### src/rtl/scov_pkg.sv
// ----------------------------------------------------------------------------
// scov_pkg
// Shared types and constants of the splat covariance pipeline.
// ----------------------------------------------------------------------------
package scov_pkg;

    localparam int SCALE_FRAC_BITS = 20;
    localparam int COV_FRAC_BITS   = 32;

    localparam int ROT_W   = 8;
    localparam int SCALE_W = 24;
    localparam int SQ_W    = 2 * SCALE_W;
    localparam int HALF_W  = SCALE_W;
    localparam int PROD_W  = 16;
    localparam int MAT_W   = 17;
    localparam int P_W     = 32;
    localparam int PP_W    = 56;
    localparam int ACC_W   = 58;
    localparam int TOT_W   = 82;
    localparam int COV_W   = 48;

    localparam int N_MAT = 9;
    localparam int N_ROW = 3;
    localparam int N_ENT = 6;

    localparam int IN_W  = 4 * ROT_W + 3 * SCALE_W;
    localparam int OUT_W = N_ENT * COV_W;

    // product shift from q13 * q13 * scale^2 down to the output fraction
    localparam int SHIFT = 26 + 2 * SCALE_FRAC_BITS - COV_FRAC_BITS;

    localparam logic signed [MAT_W-1:0] ONE_Q13 = MAT_W'(8192);

    // row and column of each unique covariance entry
    localparam int ENT_I [N_ENT] = '{0, 0, 0, 1, 1, 2};
    localparam int ENT_J [N_ENT] = '{0, 1, 2, 1, 2, 2};

    typedef struct packed {
        logic [SCALE_W-1:0] scale_c;
        logic [SCALE_W-1:0] scale_b;
        logic [SCALE_W-1:0] scale_a;
        logic [ROT_W-1:0]   rot_z;
        logic [ROT_W-1:0]   rot_y;
        logic [ROT_W-1:0]   rot_x;
        logic [ROT_W-1:0]   rot_w;
    } in_word_t;

    typedef logic signed [MAT_W-1:0] mat_t   [N_MAT];
    typedef logic        [SQ_W-1:0]  sq_t    [N_ROW];
    typedef logic signed [ACC_W-1:0] acc_t   [N_ENT];
    typedef logic signed [COV_W-1:0] cov_t   [N_ENT];

endpackage

### src/rtl/scov_norm.sv
// ----------------------------------------------------------------------------
// scov_norm
// Two stages: join the high and low sums, then floor shift to the output
// fraction and saturate into the output register.
// ----------------------------------------------------------------------------
module scov_norm (
    input  logic           clk,
    input  logic           rst_n,
    input  logic           adv,
    input  logic           in_valid,
    input  scov_pkg::acc_t acc_hi,
    input  scov_pkg::acc_t acc_lo,
    output logic           valid,
    output scov_pkg::cov_t cov
);
    import scov_pkg::*;

    localparam logic signed [COV_W-1:0] COV_MAX = {1'b0, {(COV_W-1){1'b1}}};
    localparam logic signed [COV_W-1:0] COV_MIN = {1'b1, {(COV_W-1){1'b0}}};

    logic signed [TOT_W-1:0] tot_reg     [N_ENT];
    logic                    valid6_reg;
    logic signed [TOT_W-1:0] shifted     [N_ENT];
    logic                    fits        [N_ENT];
    cov_t                    cov_next;
    cov_t                    cov_reg;
    logic                    valid7_reg;

    always_comb
    begin
        for (int e = 0; e < N_ENT; e++)
        begin
            shifted[e] = tot_reg[e] >>> SHIFT;
            fits[e]    = (&shifted[e][TOT_W-1:COV_W-1]) || !(|shifted[e][TOT_W-1:COV_W-1]);
            if (fits[e])
            begin
                cov_next[e] = shifted[e][COV_W-1:0];
            end
            else if (shifted[e][TOT_W-1])
            begin
                cov_next[e] = COV_MIN;
            end
            else
            begin
                cov_next[e] = COV_MAX;
            end
        end
    end

    always_ff @(posedge clk or negedge rst_n)
    begin
        if (!rst_n)
        begin
            valid6_reg <= 1'b0;
            valid7_reg <= 1'b0;
        end
        else if (adv)
        begin
            valid6_reg <= in_valid;
            valid7_reg <= valid6_reg;
        end
    end

    always_ff @(posedge clk)
    begin
        if (adv)
        begin
            for (int e = 0; e < N_ENT; e++)
            begin
                tot_reg[e] <= (TOT_W'(acc_hi[e]) <<< HALF_W) + TOT_W'(acc_lo[e]);
            end
            cov_reg <= cov_next;
        end
    end

    assign valid = valid7_reg;
    assign cov   = cov_reg;

endmodule

### config.mk
export PLATFORM = sky130hd
export DESIGN_NAME = scov_norm
export DESIGN_NICKNAME = d
export VERILOG_FILES = /design/src/rtl/scov_pkg.sv /design/src/rtl/scov_norm.sv
export SDC_FILE = /design/constraint.sdc
export NUM_CORES = 1
export LEC_CHECK = 0
export BUFFER_PORTS_ARGS = -buffer_cell sky130_fd_sc_hd__buf_2
export CAP_MARGIN = 5
export CORE_AREA = 2 2 383 385
export DETAILED_ROUTE_END_ITERATION = 7
export DIE_AREA = 0 0 385 387
export PLACE_DENSITY = 0.54
export SYNTH_ARGS = -nofsm -noshare
export SYNTH_HDL_FRONTEND = slang
export SYNTH_SLANG_ARGS = --single-unit
### constraint.sdc
create_clock -name clk -period 0.8 [get_ports clk]
set_clock_uncertainty 0.1 [all_clocks]
set_input_delay 0.12 -clock clk [delete_from_list [all_inputs] [get_ports clk]]
set_output_delay 0.12 -clock clk [all_outputs]
set_load 0.05 [all_outputs]
# Word level (Yosys, flattened, before mapping)
# Memory sizes are Yosys's and may differ from the RTL's. A register that Yosys moved wholly into a read port is not among the register bits.
# Index checks and enable logic that the tools add are counted.
dict set report word_totals {
  out_inout_bits 289
  ramBits 492
  reg_bits 2
  wordCells 11
  memories 1
  inputBits 700
}
dict set report classes {
  muxes 2
  n_addsub 6
}
# memory depth word_bits rd rd_ports_with_merged_regs write_ports line_no
set memory_table {}
lappend memory_table {tot_reg 6 82 6 6 6 scov_norm.sv:21} ;# logic signed [TOT_W-1:0] tot_reg [N_ENT];
# cell n
set op_table {}
lappend op_table {{$add 82x58->82} 6}
lappend op_table {{$mux 1} 2}

# Logic depth before layout (Yosys ltp)
dict set report logic_depth {
  ltp_word 2
  ltp_mapped 13
  depth_no_buf 12
}

# Least setup slack after synthesis
# Ideal clock, no wire load.
dict set report synth_path {
  kind {input to register}
  startpoint {input port acc_hi[180] (netlist bit)}
  endpoint {memory tot_reg[2][80] (data pin)}
  t_required_ns 0.438
  path_stages 12
  t_arrival_ns 2.704
  setup_time_ns 0.262
  path_slack_ns -2.266
  path_buffers 0
  cell_sequence {ha_1 -> a21o_1 -> a21oi_2 -> a31oi_4 -> a31oi_4 -> o311ai_4 -> o31a_1 -> a21bo_1 -> a221o_2 -> a2111oi_4 -> o21ai_1 -> xor2_1}
}
# element line_no
set synth_lines {}
lappend synth_lines {{start: declaration} scov_norm.sv:11} ;# input scov_pkg::acc_t acc_hi,
lappend synth_lines {{end: declaration} scov_norm.sv:21}

==> impl_metrics.env <==
export IMPL_cts_max_path_buffers=3
export IMPL_ir_drop_uv=1338
export IMPL_hold_slack_ns=-0.1615
export IMPL_worst_path_max_fanout=3
export IMPL_cts_tree="built"
export IMPL_drc=0
export IMPL_grt_pass1_wl_um=183500
export IMPL_die_y_um=387
export IMPL_synthDistinctLibCells=88
export IMPL_ys_seq_area_share_pct=51.12
export IMPL_num_rows=140
export IMPL_layout_common_cells="buf_4, buf_2, edfxtp_1"
export IMPL_dp_cells=6649
export IMPL_grt_total_usage_pct=16.01
export IMPL_synth_area_per_cell_um2=11.57
export IMPL_antenna_found_initial=46
export IMPL_startpoint_type="input port"
export IMPL_synth_edf_count=576
export IMPL_start_util_pct=23.42
export IMPL_drtIter0Drc=1507
export IMPL_nFillCells=13870
export IMPL_netlist_area_um2=33930
export IMPL_cts_root_buffer="clkbuf_16"
export IMPL_design_portCount=989
export IMPL_dieArea_um2=149000
export IMPL_synthesis_nets=3968
export IMPL_final_common_cell="buf_4"
export IMPL_dpl_worst_slack_ns=-2.839
export IMPL_drive_above_1_share_pct=53.03
export IMPL_violations="hold timing, setup timing"
export IMPL_clk_latency_ns=0.69
export IMPL_max_stage_delay_ns=0.44
export IMPL_rsz0062_at_grt="yes"
export IMPL_viasPerCell=4.485
export IMPL_min_path_type="in -> reg"
export IMPL_nets=5950
export IMPL_clk_pin_slew_ns=0.06
export IMPL_wl_per_cell_um=18.01
export IMPL_gr_total_overflow=0
export IMPL_clock_sinks=578
export IMPL_synth_main_ff_cell="edfxtp_1"
export IMPL_ys_ff_latch=578
export IMPL_slew_headroom_pct=57.76
export IMPL_synth_warnings=0
export IMPL_htreeDepth=3
export IMPL_ant_nets=0
export IMPL_worst_setup_path_type="in -> reg"
export IMPL_core_um2=144900
export IMPL_max_freq_mhz=384.6
export IMPL_cts_made_buffers=72
export IMPL_syn2layout_area_growth_pct=71.10
export IMPL_hold_buffers=7
export IMPL_finalCritPeriodShare_pct=325.0
export IMPL_port_buffers=844
export IMPL_finalHoldViolations=246
export IMPL_firstDrtPassIters=5
export IMPL_crit_chain="buf_8, ha_4, nand4_1, a21oi_4, o21bai_2, a21oi_2, buf_6, a211oi_4, buf_12, o31ai_4, nand3_1, a31o_4, o41a_1, o21ai_2, xnor2_1"
export IMPL_place_gp_congestion=0.8988
export IMPL_setup_ws_ns=-1.800
export IMPL_synth_cells=2932
export IMPL_tns_ns=-528.45
export IMPL_arrival_ns=2.93
export IMPL_power_density_nw_per_um2=1976
export IMPL_dpl_hpwl_um=101100
export IMPL_cpMaxStageDelayCell="o41a_1"
export IMPL_endpoint_kind="flop"
export IMPL_final_setup_viol_count=592
export IMPL_path_delay_family="compound AO/OA/AOI/OAI gates"
export IMPL_vias=30980
export IMPL_fp_dieW_um=385
export IMPL_grt_pass1_vias=32110
export IMPL_p_leak_uw=0.02508
export IMPL_cp_buffers_inverters=3
export IMPL_status="finished with violations"
export IMPL_grt_max_degree=39
export IMPL_max_cap_viol_count=0
export IMPL_wirelength_um=124400
export IMPL_tightest_slew_ns=0.6270
export IMPL_instances_no_fill=6907
export IMPL_maxSlewViolCount=0
export IMPL_ys_async_sr_fraction_pct=0.3460
export IMPL_worstPathRequired_ns=1.13
export IMPL_min_period_ns=2.600
-- power by group --
| part | leakage [µW] | internal [µW] | switching (µW) |
|---|---|---|---|
| combinational | 0.0182 | 18000 | 20600 |
| sequential | 0.00566 | 39200 | 1720 |
| clock | 0.00124 | 20800 | 14400 |
| total | 0.0251 | 78000 | 36700 |
-- stage by stage --
stage                     total power [µW]  area, µm²  utilization [%]
after floorplan                      59400      36250                -
after global placement               76290      51850            35.79
after detailed placement             76570      51850            35.79
after CTS                           114500      56590            39.06
after global routing                120200      58050            40.07
final                               114700      58060            40.08
-- routing by layer --
layer	GRT usage, %	vias to the layer above	part of all wire, %
met1	18.34	14540	39
li1	-	15280	-
met3	5.444	210	9.0
met4	5.675	40	3.1
met2	27.50	910	48
met5	0	-	0.20
-- area by class of cell --
cell class	instances	area (µm²)	area share, %
Antenna cell	17	42.54	0.07327
Clock buffer	85	1871	3.222
Clock inverter	48	706.9	1.218
Inverter	75	281.5	0.4849
Multi-Input combinational cell	2205	20150	34.70
Sequential cell	578	17350	29.88
Tap cell	1917	2399	4.131
Timing Repair Buffer	1982	15260	26.29
-- cell families after synthesis --
kind of cell | Yosys count | synth area share (%)
AO/OA/AOI/OAI | 931 | 18.01
XOR/XNOR | 274 | 7.072
adder cells (fa/ha/maj) | 336 | 12.39
buffers and inverters | 149 | 1.670
flip-flops | 578 | 51.12
multiplexers | 3 | 0.09586
AND/OR/NAND/NOR | 661 | 9.642
-- worst paths after layout --
check / startpoint / endpoint / slack, ns / cells after the start
setup / recovery: acc_hi[234] / tot_reg[1][80]$_DFFE_PP_ / -1.80 / 15
setup reg to reg: tot_reg[2][59]$_DFFE_PP_ / cov[169]$_DFFE_PP_ / -0.17 / 0
hold reg to reg: tot_reg[1][70]$_DFFE_PP_ / cov[228]$_DFFE_PP_ / 0.30 / 0
max in group asynchronous: rst_n / valid$_DFFE_PN0P_ / 0.24 / 3
hold / removal: acc_lo[342] / tot_reg[0][52]$_DFFE_PP_ / -0.16 / 3
min in group asynchronous: rst_n / valid6_reg$_DFFE_PN0P_ / 0.22 / 3
-- timing repair --
item / in CTS / in global routing
hold endpoints to repair: 357 / 291
pin swaps: 226 / 194
gates resized for setup: 331 / 211
endpoints found under the setup margin: 590 / 591
buffers inserted: 63 / 67
gates cloned: 0 / 1
-- cells in the mapped netlist (6+ instances only) --
master / n / share of area [%]
a31o_2: 8 / 0.21
a221o_1: 6 / 0.18
xnor2_1: 163 / 4.2
nand2b_1: 28 / 0.52
edfxtp_1: 576 / 51
o21a_1: 33 / 0.73
o31ai_1: 15 / 0.33
and3_1: 29 / 0.53
o221ai_1: 10 / 0.26
nand3_1: 61 / 0.90
nor4_1: 7 / 0.13
ha_1: 336 / 12
or2_2: 6 / 0.11
and4_1: 10 / 0.26
and2_1: 16 / 0.29
a21o_1: 175 / 3.9
a211oi_1: 17 / 0.38
a21oi_1: 333 / 4.9
nor2b_1: 45 / 0.83
o21ai_0: 137 / 2.0
a221oi_1: 9 / 0.23
inv_1: 75 / 0.83
clkbuf_1: 68 / 0.75
nand2_1: 189 / 2.1
o21ai_1: 8 / 0.12
a21boi_0: 14 / 0.31
nor2_1: 130 / 1.4
o21bai_1: 39 / 0.86
a31oi_1: 29 / 0.53
o211ai_1: 13 / 0.29
a211o_1: 9 / 0.23
nor3_1: 41 / 0.60
xor2_1: 111 / 2.9
nand4_1: 80 / 1.5
No activity file was read; power rests on OpenSTA's default activity.
