**config.mk**
```make
export PLATFORM = sky130hd
export DESIGN_NAME = scov_skid
export DESIGN_NICKNAME = d
export VERILOG_FILES = /design/src/rtl/scov_pkg.sv /design/src/rtl/scov_skid.sv
export SDC_FILE = /design/constraint.sdc
export NUM_CORES = 1
export LEC_CHECK = 0
export ABC_AREA = 1
export BUFFER_PORTS_ARGS = -buffer_cell sky130_fd_sc_hd__buf_2
export CAP_MARGIN = 10
export CORE_MARGIN = 5
export CORE_UTILIZATION = 32
export DETAILED_ROUTE_END_ITERATION = 8
export GPL_TIMING_DRIVEN = 0
export PLACE_DENSITY = 0.67
export SYNTH_ARGS = -nofsm -noshare
export SYNTH_HDL_FRONTEND = slang
export SYNTH_SLANG_ARGS = --single-unit
```
**constraint.sdc**
```tcl
create_clock -name clk -period 1.2 [get_ports clk]
set_input_delay 0.12 -clock clk [delete_from_list [all_inputs] [get_ports clk]]
set_output_delay 0.12 -clock clk [all_outputs]
set_load 0.005 [all_outputs]
```
**src/rtl/scov_pkg.sv**
```systemverilog
// ----------------------------------------------------------------------------
// scov_pkg
// Shared types and constants of the splat covariance pipeline.
// ----------------------------------------------------------------------------
package scov_pkg;

    localparam int SCALE_FRAC_BITS = 20;
    localparam int COV_FRAC_BITS   = 32;

    localparam int ROT_W   = 8;
    localparam int SCALE_W = 24;
    localparam int SQ_W    = 2 * SCALE_W;
    localparam int HALF_W  = SCALE_W;
    localparam int PROD_W  = 16;
    localparam int MAT_W   = 17;
    localparam int P_W     = 32;
    localparam int PP_W    = 56;
    localparam int ACC_W   = 58;
    localparam int TOT_W   = 82;
    localparam int COV_W   = 48;

    localparam int N_MAT = 9;
    localparam int N_ROW = 3;
    localparam int N_ENT = 6;

    localparam int IN_W  = 4 * ROT_W + 3 * SCALE_W;
    localparam int OUT_W = N_ENT * COV_W;

    // product shift from q13 * q13 * scale^2 down to the output fraction
    localparam int SHIFT = 26 + 2 * SCALE_FRAC_BITS - COV_FRAC_BITS;

    localparam logic signed [MAT_W-1:0] ONE_Q13 = MAT_W'(8192);

    // row and column of each unique covariance entry
    localparam int ENT_I [N_ENT] = '{0, 0, 0, 1, 1, 2};
    localparam int ENT_J [N_ENT] = '{0, 1, 2, 1, 2, 2};

    typedef struct packed {
        logic [SCALE_W-1:0] scale_c;
        logic [SCALE_W-1:0] scale_b;
        logic [SCALE_W-1:0] scale_a;
        logic [ROT_W-1:0]   rot_z;
        logic [ROT_W-1:0]   rot_y;
        logic [ROT_W-1:0]   rot_x;
        logic [ROT_W-1:0]   rot_w;
    } in_word_t;

    typedef logic signed [MAT_W-1:0] mat_t   [N_MAT];
    typedef logic        [SQ_W-1:0]  sq_t    [N_ROW];
    typedef logic signed [ACC_W-1:0] acc_t   [N_ENT];
    typedef logic signed [COV_W-1:0] cov_t   [N_ENT];

endpackage

```
**src/rtl/scov_skid.sv**
```systemverilog
// ----------------------------------------------------------------------------
// scov_skid
// Input skid register; holds one word while the pipeline is stalled.
// ----------------------------------------------------------------------------
module scov_skid (
    input  logic               clk,
    input  logic               rst_n,
    input  logic               s_valid,
    output logic               s_ready,
    input  scov_pkg::in_word_t s_data,
    input  logic               adv,
    output logic               valid,
    output scov_pkg::in_word_t data
);
    import scov_pkg::*;

    logic     skid_valid_reg;
    logic     skid_valid_next;
    in_word_t skid_data_reg;

    assign s_ready = !skid_valid_reg;
    assign valid   = skid_valid_reg || s_valid;
    assign data    = skid_valid_reg ? skid_data_reg : s_data;

    always_comb
    begin
        skid_valid_next = skid_valid_reg;
        if (adv)
        begin
            skid_valid_next = 1'b0;
        end
        else if (s_valid && !skid_valid_reg)
        begin
            skid_valid_next = 1'b1;
        end
    end

    always_ff @(posedge clk or negedge rst_n)
    begin
        if (!rst_n)
        begin
            skid_valid_reg <= 1'b0;
        end
        else
        begin
            skid_valid_reg <= skid_valid_next;
        end
    end

    always_ff @(posedge clk)
    begin
        if (!skid_valid_reg)
        begin
            skid_data_reg <= s_data;
        end
    end

endmodule

```
==> After elaboration in Yosys (flattened, before gate mapping) <==
Index checks and enable logic that the tools add are counted.
{ "totals": {"output_inout_bits": 106, "register_bits": 105} }
{ "classes": {"n_mux": 3, "n_reduce_logical": 4} }
{ "ops": {"columns": ["operator", "n"], "rows": [
  ["$mux 104", 1],
  ["$mux 1", 2],
  ["$reduce_bool 2->1", 1],
  ["$logic_and 1x1->1", 1],
  ["$logic_not 1->1", 1],
  ["$logic_or 1x1->1", 1]
]} }

==> Longest topological paths before layout <==
Gate-level depths: netlist (run 1).
{ "logic_depth": {"depth_word": 4, "mapped_depth": 6, "ltp_nobuf": 3} }

==> Worst setup path before layout (run 1) <==
OpenSTA, ideal clock, no wires.
{ "synth_path": {"path_kind": "register -> output", "start": "register skid_valid_reg", "end": "output port data[42] (netlist name)", "arrival_ps": 914, "path_slack_ps": 166, "stages_incl_launch_ff": 7, "path_cell_list": "dfrtp_1 > buf_4 > inv_4 > buf_6 > buf_6 > nand2_1 > nand2_1"} }
{ "synth_rtl": {"columns": ["item", "line_no", "rtl"], "rows": [
  ["start, declared", "scov_skid.sv:17", "logic skid_valid_reg;"],
  ["start signal, assigned", "scov_skid.sv:46", "skid_valid_reg <= skid_valid_next;"],
  ["end, declared", "scov_skid.sv:13", "output scov_pkg::in_word_t data"]
]} }

==> run summary, run 1 <==
status = finished, violations left
failing checks = negative setup slack
cell count after synthesis = 444
Tot GR Track Use = 18.2%
first-pass GRT wire length = 18,800 um
largest net degree at the start of global routing = 16
core area = 10,700 sq um
DR vias/cell = 4.39
Worst Tran Pin Value = 0.212 ns
Setup violations, final = 131
# fillers = 765
Skew-Pair Late Insertion Delay = 0.35 ns
detailed-route DRC error count = 0
Largest register FFs = 104
ANT cells = 0
final worst path period share = 135%
PD cells = 1170 nW/um^2
leakage = 3.83 nW
port bufs = 213
DRT iter0 DRCs = 172
Netlist cell types = 9
vias in the first global route = 4,106
DP HPWL = 7160 um
setup ws final = -0.417 ns
clock root cell = clkbuf_8
RSZ-0062 raised after global routing = true
post-placement cell area = 4700 sq um
clock transition at the registers of the reported paths = 0.09 ns
via count = 4,262
Final Skew = 0.00888 ns
Yosys reg bits = 105
Synth Cell Area = 3460 sq um
Peak VDD IR = 588 uV
die footprint = 13,000 sq um
most common cell after layout, fill and taps aside = nand2_1
share of cells above drive strength 1 = 50.7%
CTS sink count = 105
register area share after synthesis = 60.9%
drt total wl = 14,700 um
Area growth, synth to finish = 108%
Worst Setup End Kind = primary output
Final nets = 936
CP Launch Type = register
Core Util, Final = 67.4%
die span in x = 114 um
Worst slew margin = 85.8%
setup TNS = -39.03 ns
IO Count = 214
Starting Density = 32.3%
Final Hold Violating Endpoints = 0
DRT Pass-1 Iters = 4
final estimated routing congestion in global placement = 0.795
Power Total = 8.41 mW
max-slew violation count = 0
gr ovfl total = 0
kind of critical path = register to primary output
num rows = 38
htree depth = 3
initial antenna violation count = 0
CTS buffer count = 9
f_max = 618 MHz
Worst EP arrival = 1.50 ns
most frequent cells in the layout = nand2_1 (204), buf_2 (191), dfxtp_1 (104)
Min-Delay Path Class = input pin to register
Ys Warns = 0
buffer depth of the longest clock path = 2
post-route minimum period = 1.62 ns
ANT nets after route = 0
Final Cell Area = 7210 sq um
MaxCap Viol Count = 0
Synthesized Nets = 552
die height = 114 um
CTS tree = yes
Worst Path Required = 1.08 ns
wire per inst = 15.1 um
Post-Syn Area per Cell = 7.79 sq um
CP Max Fanout = 7
## critical path, stage by stage (launching register included)
cell and delay [ns]:
dfrtp_1 0.35, buf_6 0.14, clkinv_8 0.08, clkbuf_16 0.17
clkbuf_16 0.16, nand2_2 0.06, nand2_2 0.07, buf_6 0.12
## synthesized netlist by cell type
cell type  number  area [sq um]
dfxtp_1       104          2080
buf_2          14          70.1
dfrtp_1         1          25.0
nand2_1       312          1170
buf_6           7          78.8
inv_4           1          6.26
nor2_1          2          7.51
buf_4           2          15.0
inv_1           1          3.75
## repair_timing
item	4_1_cts	5_1_grt
pin swaps	10	39
gates cloned	4	5
endpoints found under the hold margin	99	0
hold buffers	99	0
setup buffers	32	33
endpoints found under the setup margin	106	113
gates resized for setup	70	152
## path summary, 6_finish.rpt
kind / from / endpoint / cells past startpoint / slack [ns]
hold reg to reg: skid_data_reg[36] / skid_data_reg[36] / 2 / 0.45
min in group asynchronous: rst_n / skid_valid_reg / 2 / 0.09
setup / recovery: skid_valid_reg / data[89] / 7 / -0.42
setup reg to reg: skid_valid_reg / skid_data_reg[48] / 10 / -0.36
max in group asynchronous: rst_n / skid_valid_reg / 2 / 1.03
hold / removal: s_valid / skid_valid_reg / 3 / 0.03
## final cells by class
type                            instances  area, sq um  share of cell area [%]
Timing Repair Buffer                  373         2850                    39.6
Sequential cell                       105         2110                    29.2
Multi-Input combinational cell        314         1610                    22.3
Buffer                                 23          264                    3.66
Tap cell                              140          175                    2.43
Clock buffer                           10          138                    1.91
Clock inverter                          4         45.0                   0.625
Inverter                                2         20.0                   0.278
## per-layer routing
metal  wire length, um  track usage [%]
met5                 0                0
met4               577             8.63
met3               873             5.68
met2              7900             33.0
met1              5340             18.9
## where the power goes
group,leakage (nW),total (mW),switching [mW],internal [mW]
clock,0.0978,2.12,1.13,0.991
combinational,2.85,2.35,1.05,1.30
sequential,0.889,3.95,0.102,3.85
## logic make-up after synthesis
group	Yosys count	synth area share [%]
and+or+nand+nor	314	34.1
DFF	105	60.9
buffers and inverters	25	5.03
## stage by stage
| step | setup WS (ns) | cells | hold slack, ns |
|---|---|---|---|
| after floorplan | 0.166 | 444 | -0.176 |
| after global placement | -0.0835 | 797 | -0.104 |
| after detailed placement | -0.0988 | 797 | -0.104 |
| after CTS | -0.418 | 946 | 0.0198 |
| after global routing | -0.503 | 971 | 0.0424 |
| final | -0.417 | 971 | 0.0306 |
Note: power is estimated with default switching activity, not from simulation.
==> run 2: changes to the inputs <==
--- a/config.mk
+++ b/config.mk
@@ -5,7 +5,6 @@
 export SDC_FILE = /design/constraint.sdc
 export NUM_CORES = 1
 export LEC_CHECK = 0
-export ABC_AREA = 1
 export BUFFER_PORTS_ARGS = -buffer_cell sky130_fd_sc_hd__buf_2
 export CAP_MARGIN = 10
 export CORE_MARGIN = 5
==> run 2 against run 1 <==
Against the previous run:
- the flow finishes with violations (negative hold slack, negative setup slack)
- wire length is 40% lower
- final area is 29% lower
- sequential share of layout area is 12 points higher
- die area is 0.83% higher
- area after synthesis rose by 0.90%
- worst setup slack worse by 0.11 ns
- fmax is 6.6% lower
- critical endpoint is now data[87]
- largest power group unchanged
==> run summary, run 2 <==
status = finished, violations left
failing checks = negative hold slack, negative setup slack
kind of critical path = register to primary output
Yosys top cell by area = dfxtp_1
CTS tree = yes
reg2reg start = skid_valid_reg
drt total wl = 8830 um
die span in x = 114 um
port bufs = 213
htree depth = 3
critical path's top delay family = buffers and inverters
buffer depth of the longest clock path = 2
area of the multi-input gates = 1300 sq um
post-route minimum period = 1.73 ns
cell count after synthesis = 224
detailed-route DRC error count = 0
MaxCap Viol Count = 0
worst reg2reg setup slack = -0.10 ns
largest cells by area after synthesis = dfxtp_1 (60%), mux2_2 (25%), mux2_4 (12%)
Synthesized Nets = 332
# fillers = 1,030
f_max = 577 MHz
CTS sink count = 105
share of cells above drive strength 1 = 75.8%
Min-Delay Path Class = input pin to register
Ys Warns = 0
Worst EP arrival = 1.61 ns
Tot GR Track Use = 13.3%
worst min-delay path startpoint = s_data[89]
Worst Path Required = 1.08 ns
CTS Hold Bufs = 3
largest net degree at the start of global routing = 16
Worst slew margin = 91.0%
pre-CTS setup slack = -0.201 ns
DR vias/cell = 4.22
wire per inst = 14.8 um
core area = 10,700 sq um
Setup violations, final = 135
clock root cell = clkbuf_8
Post-synth EDFFs = 0
Yosys reg bits = 105
gr ovfl total = 0
max-slew violation count = 0
WHS = -0.0117 ns
DRT iter0 DRCs = 54
most frequent cells in the layout = buf_2 (208), dfxtp_1 (104), mux2_2 (74)
most common cell after layout, fill and taps aside = buf_2
CP Buf/Inv Count = 4
cell mode on critical path = buf_12
setup TNS = -50.91 ns
Post-Syn Area per Cell = 15.6 sq um
ANT cells = 0
CP Launch Point = skid_valid_reg
worst-path cell with the longest stage delay = dfrtp_1
die height = 114 um
Final nets = 561
top post-synthesis cells by count = dfxtp_1 (104), mux2_2 (77), mux2_4 (27), buf_2 (7), buf_6 (5)
CP Max Fanout = 10
ANT nets after route = 0
final estimated routing congestion in global placement = 0.737
cells on worst reg2reg path = 5
max incr delay on CP = 0.38 ns
setup ws final = -0.532 ns
Hold Crit Endpoint = skid_data_reg[89]
Synth Cell Area = 3490 sq um
CTS buffer count = 9
register area share after synthesis = 60.4%
DRT Pass-1 Iters = 4
hold path depth = 2
Peak VDD IR = 750 uV
DP HPWL = 6980 um
leakage = 2.47 nW
Skew-Pair Late Insertion Delay = 0.36 ns
Reg-to-Reg End = skid_data_reg[2]
Reg area = 2110 sq um
Starting Density = 32.5%
Final Skew = 0.0145 ns
Main synth FF type = dfxtp_1
Netlist cell types = 9
first-pass GRT wire length = 13,400 um
Synth top area share = 59.6%
Largest register FFs = 104
initial antenna violation count = 0
Worst Setup End Kind = primary output
Final Hold Violating Endpoints = 36
worst-path cell chain = buf_6, buf_12, buf_12, mux2_4, buf_2
final worst path period share = 144%
vias in the first global route = 2,688
clock transition at the registers of the reported paths = 0.09 ns
Area growth, synth to finish = 46.0%
Worst Tran Pin Value = 0.134 ns
IO Count = 214
via count = 2,524
Power Total = 7.56 mW
most common cell in the netlist = dfxtp_1
Async SR Flop Fraction = 0.952%
CP Launch Type = register
RSZ-0062 raised after global routing = true
PD cells = 1480 nW/um^2
num rows = 38
die footprint = 13,100 sq um
==> run 2: where the power goes <==
part / internal, mW / switching [mW]
clock network: 1.14 / 1.12
logic: 0.847 / 0.525
registers: 3.85 / 0.0831
total: 5.83 / 1.72
==> run 2: logic make-up after synthesis <==
group	share of synthesized area, %
AOI/OAI and AO/OA	0.287
and+or+nand+nor	0.179
DFF	60.4
buffers and inverters	2.72
muxes	36.5
==> run 2: final cells by class <==
| class | count | share of cell area, % |
|---|---|---|
| multi-input combinational | 106 | 25.5 |
| sequential | 105 | 41.3 |
| buffer | 12 | 2.82 |
| timing repair buffer | 218 | 22.7 |
| inverter | 1 | 0.0737 |
| clock inverter | 2 | 0.687 |
| clock buffer | 14 | 3.39 |
| tap | 140 | 3.44 |
==> run 2: how the worst max path moves through the flow <==
| stage | endpoint | slack (ns) | depth (start not counted) |
|---|---|---|---|
| 6_report | data[87] | -0.53 | 5 |
| 3_3_place_gp | data[93] | -0.19 | 5 |
| 2_1_floorplan | skid_data_reg[74] | 0.02 | 4 |
| 3_5_place_dp | data[84] | -0.20 | 5 |
| 4_1_cts | data[79] | -0.57 | 5 |
| 5_1_grt | data[95] | -0.61 | 5 |
==> run 2: layer usage <==
metal	wire length, um	track usage [%]	part of all wire, %
met1	3230	14.5	37
met2	4550	22.5	52
met3	784	4.49	8.9
met4	259	7.44	2.9
met5	0	0	0
==> run 2: what timing repair did <==
action / in CTS / in global routing
hold endpoints to repair: 104 / 101
endpoints found under the setup margin: 203 / 201
resized for setup: 22 / 3
buffers inserted: 2 / 1
==> run 2: through the flow <==
stage | instances | area (sq um) | hold WS [ns] | util (%)
finish | 598 | 5100 | -0.0117 | 47.4
global route | 598 | 5100 | -0.0445 | 47.4
CTS | 598 | 5080 | -0.0433 | 47.3
detailed placement | 577 | 4730 | -0.101 | 44.0
global placement | 577 | 4730 | -0.103 | 44.0
floorplan | 224 | 3490 | -0.176 | -
==> run 3: changes to the inputs <==
--- a/config.mk
+++ b/config.mk
@@ -7,7 +7,7 @@
 export LEC_CHECK = 0
 export BUFFER_PORTS_ARGS = -buffer_cell sky130_fd_sc_hd__buf_2
 export CAP_MARGIN = 10
-export CORE_MARGIN = 5
+export CORE_MARGIN = 4
 export CORE_UTILIZATION = 32
 export DETAILED_ROUTE_END_ITERATION = 8
 export GPL_TIMING_DRIVEN = 0
==> run 3 against run 2 <==
Against the previous run:
- the flow still finishes with violations (negative hold slack, negative setup slack)
- flip-flop and latch count is the same
- wire length shrank 7.6%
- sequential share of layout area up 0.41 points
- clock power shrank 9.8%
- sequential power barely moved
- utilization rose by 0.80 points
- global-route usage fell by 0.94 points
- final cell count down 0.67%
- non-clock buffer count is the same
- register-to-register slack better by 0.05 ns
- combinational power about the same
- total power is 3.3% lower
- highest routed layer unchanged
==> run summary, run 3 (synthesis results as in run 2) <==
Largest register FFs = 104
Reg-to-Reg End = skid_data_reg[92]
worst reg2reg setup slack = -0.05 ns
met2 Usage GRT = 21.0%
final worst path period share = 145%
Seq pwr share = 53.8%
CP Max Fanout = 10
core area = 10,500 sq um
buffer depth of the longest clock path = 2
largest net degree at the start of global routing = 18
Hold Crit Endpoint = skid_data_reg[80]
Starting Density = 33.4%
gr ovfl total = 0
clock share of power = 27.8%
leakage = 2.44 nW
Worst Path Required = 1.08 ns
first-pass GRT wire length = 12,800 um
most frequent cells in the layout = buf_2 (210), dfxtp_1 (104), mux2_2 (77)
internal power = 5.53 mW
status = finished, violations left
GRT met3 Usage = 4.80%
RSZ-0062 raised after global routing = true
final estimated routing congestion in global placement = 0.738
setup ws final = -0.540 ns
WHS = -0.0102 ns
die height = 112 um
PD cells = 1450 nW/um^2
area of the multi-input gates = 1290 sq um
Area growth, synth to finish = 44.6%
Skew-Pair Late Insertion Delay = 0.35 ns
Worst slew margin = 90.9%
met1 usage = 14.3%
Final Hold Violating Endpoints = 10
reg2reg start = skid_valid_reg
IO Count = 214
kind of critical path = register to primary output
htree depth = 3
initial antenna violation count = 0
CP Buf/Inv Count = 4
DRT iter0 DRCs = 47
worst min-delay path startpoint = s_data[80]
Worst EP arrival = 1.62 ns
Worst Tran Pin Value = 0.136 ns
Switching Share = 24.4%
worst-path cell chain = buf_6, buf_12, buf_12, mux2_4, buf_2
Power Total = 7.31 mW
fin cells = 594
MaxCap Viol Count = 0
CTS sink count = 105
pre-CTS setup slack = -0.251 ns
dpl cells = 573
die footprint = 12,600 sq um
sw power = 1.78 mW
failing checks = negative hold slack, negative setup slack
worst-path cell with the longest stage delay = dfrtp_1
DR vias/cell = 4.29
max incr delay on CP = 0.39 ns
DRT Pass-1 Iters = 3
Tot GR Track Use = 12.4%
Final nets = 561
clock root cell = clkbuf_8
drt total wl = 8160 um
Peak VDD IR = 592 uV
Worst Setup End Kind = primary output
CTS tree = yes
Final Skew = 0.0163 ns
via count = 2,551
die span in x = 112 um
num rows = 37
cells on worst reg2reg path = 4
max-slew violation count = 0
detailed-route DRC error count = 0
Setup violations, final = 149
clock transition at the registers of the reported paths = 0.11 ns
Min-Delay Path Class = input pin to register
share of cells above drive strength 1 = 75.8%
port bufs = 213
vias in the first global route = 2,612
DP HPWL = 6490 um
critical path's top delay family = buffers and inverters
hold path depth = 2
Logic pwr share = 18.4%
Core Util, Final = 48.2%
ANT nets after route = 0
ANT cells = 0
Reg area = 2110 sq um
post-route minimum period = 1.74 ns
# fillers = 994
CP Launch Type = register
most common cell after layout, fill and taps aside = buf_2
cell mode on critical path = buf_12
CTS buffer count = 9
f_max = 575 MHz
layer with the highest usage = met2
CTS Hold Bufs = 3
wire per inst = 13.7 um
-- run 3: layout make-up --
type	instances	share of cell area [%]
repair buffers	218	22.9
clock inverters	4	0.669
plain buffers	12	2.83
multi-input cells	106	25.5
inverters	1	0.0744
clock buffers	12	2.88
flip-flops and latches	105	41.8
well taps	136	3.37
-- run 3: worst max path at each step --
stage | start | to | slack [ns] | cells past startpoint
6_report | skid_valid_reg | data[81] | -0.54 | 5
5_1_grt | skid_valid_reg | data[0] | -0.62 | 4
4_1_cts | skid_valid_reg | data[103] | -0.58 | 4
3_5_place_dp | skid_valid_reg | data[69] | -0.25 | 4
3_3_place_gp | skid_valid_reg | data[69] | -0.24 | 4
2_1_floorplan | skid_valid_reg | skid_data_reg[74] | 0.02 | 4
-- run 3: stage by stage --
step	setup TNS (ns)	cell area (sq um)
final	-53.87	5050
after global routing	-66.22	5050
after CTS	-60.65	5030
after detailed placement	-23.38	4730
after global placement	-18.91	4730
after floorplan	0	3490
-- run 3: routing by layer --
layer / wire length, um / vias to the layer above
li1: - / 1234
met1: 3160 / 1188
met2: 4070 / 120
met3: 811 / 9
met4: 119 / 0
met5: 0 / -
-- run 3: timing repair --
action | in CTS | in global routing
cloned | 1 | 0
gates resized for setup | 16 | 2
setup endpoints to repair | 203 | 209
buffers inserted | 1 | 0
endpoints found under the hold margin | 85 | 72
-- run 3: power groups by stage --
stage / clock, mW / sequential [mW] / combinational (mW)
floorplan: 0 / 3.98 / 0.694
global placement: 0 / 4.00 / 1.27
detailed placement: 0 / 4.02 / 1.30
CTS: 2.14 / 3.94 / 1.37
global route: 2.30 / 3.96 / 1.48
finish: 2.03 / 3.93 / 1.35
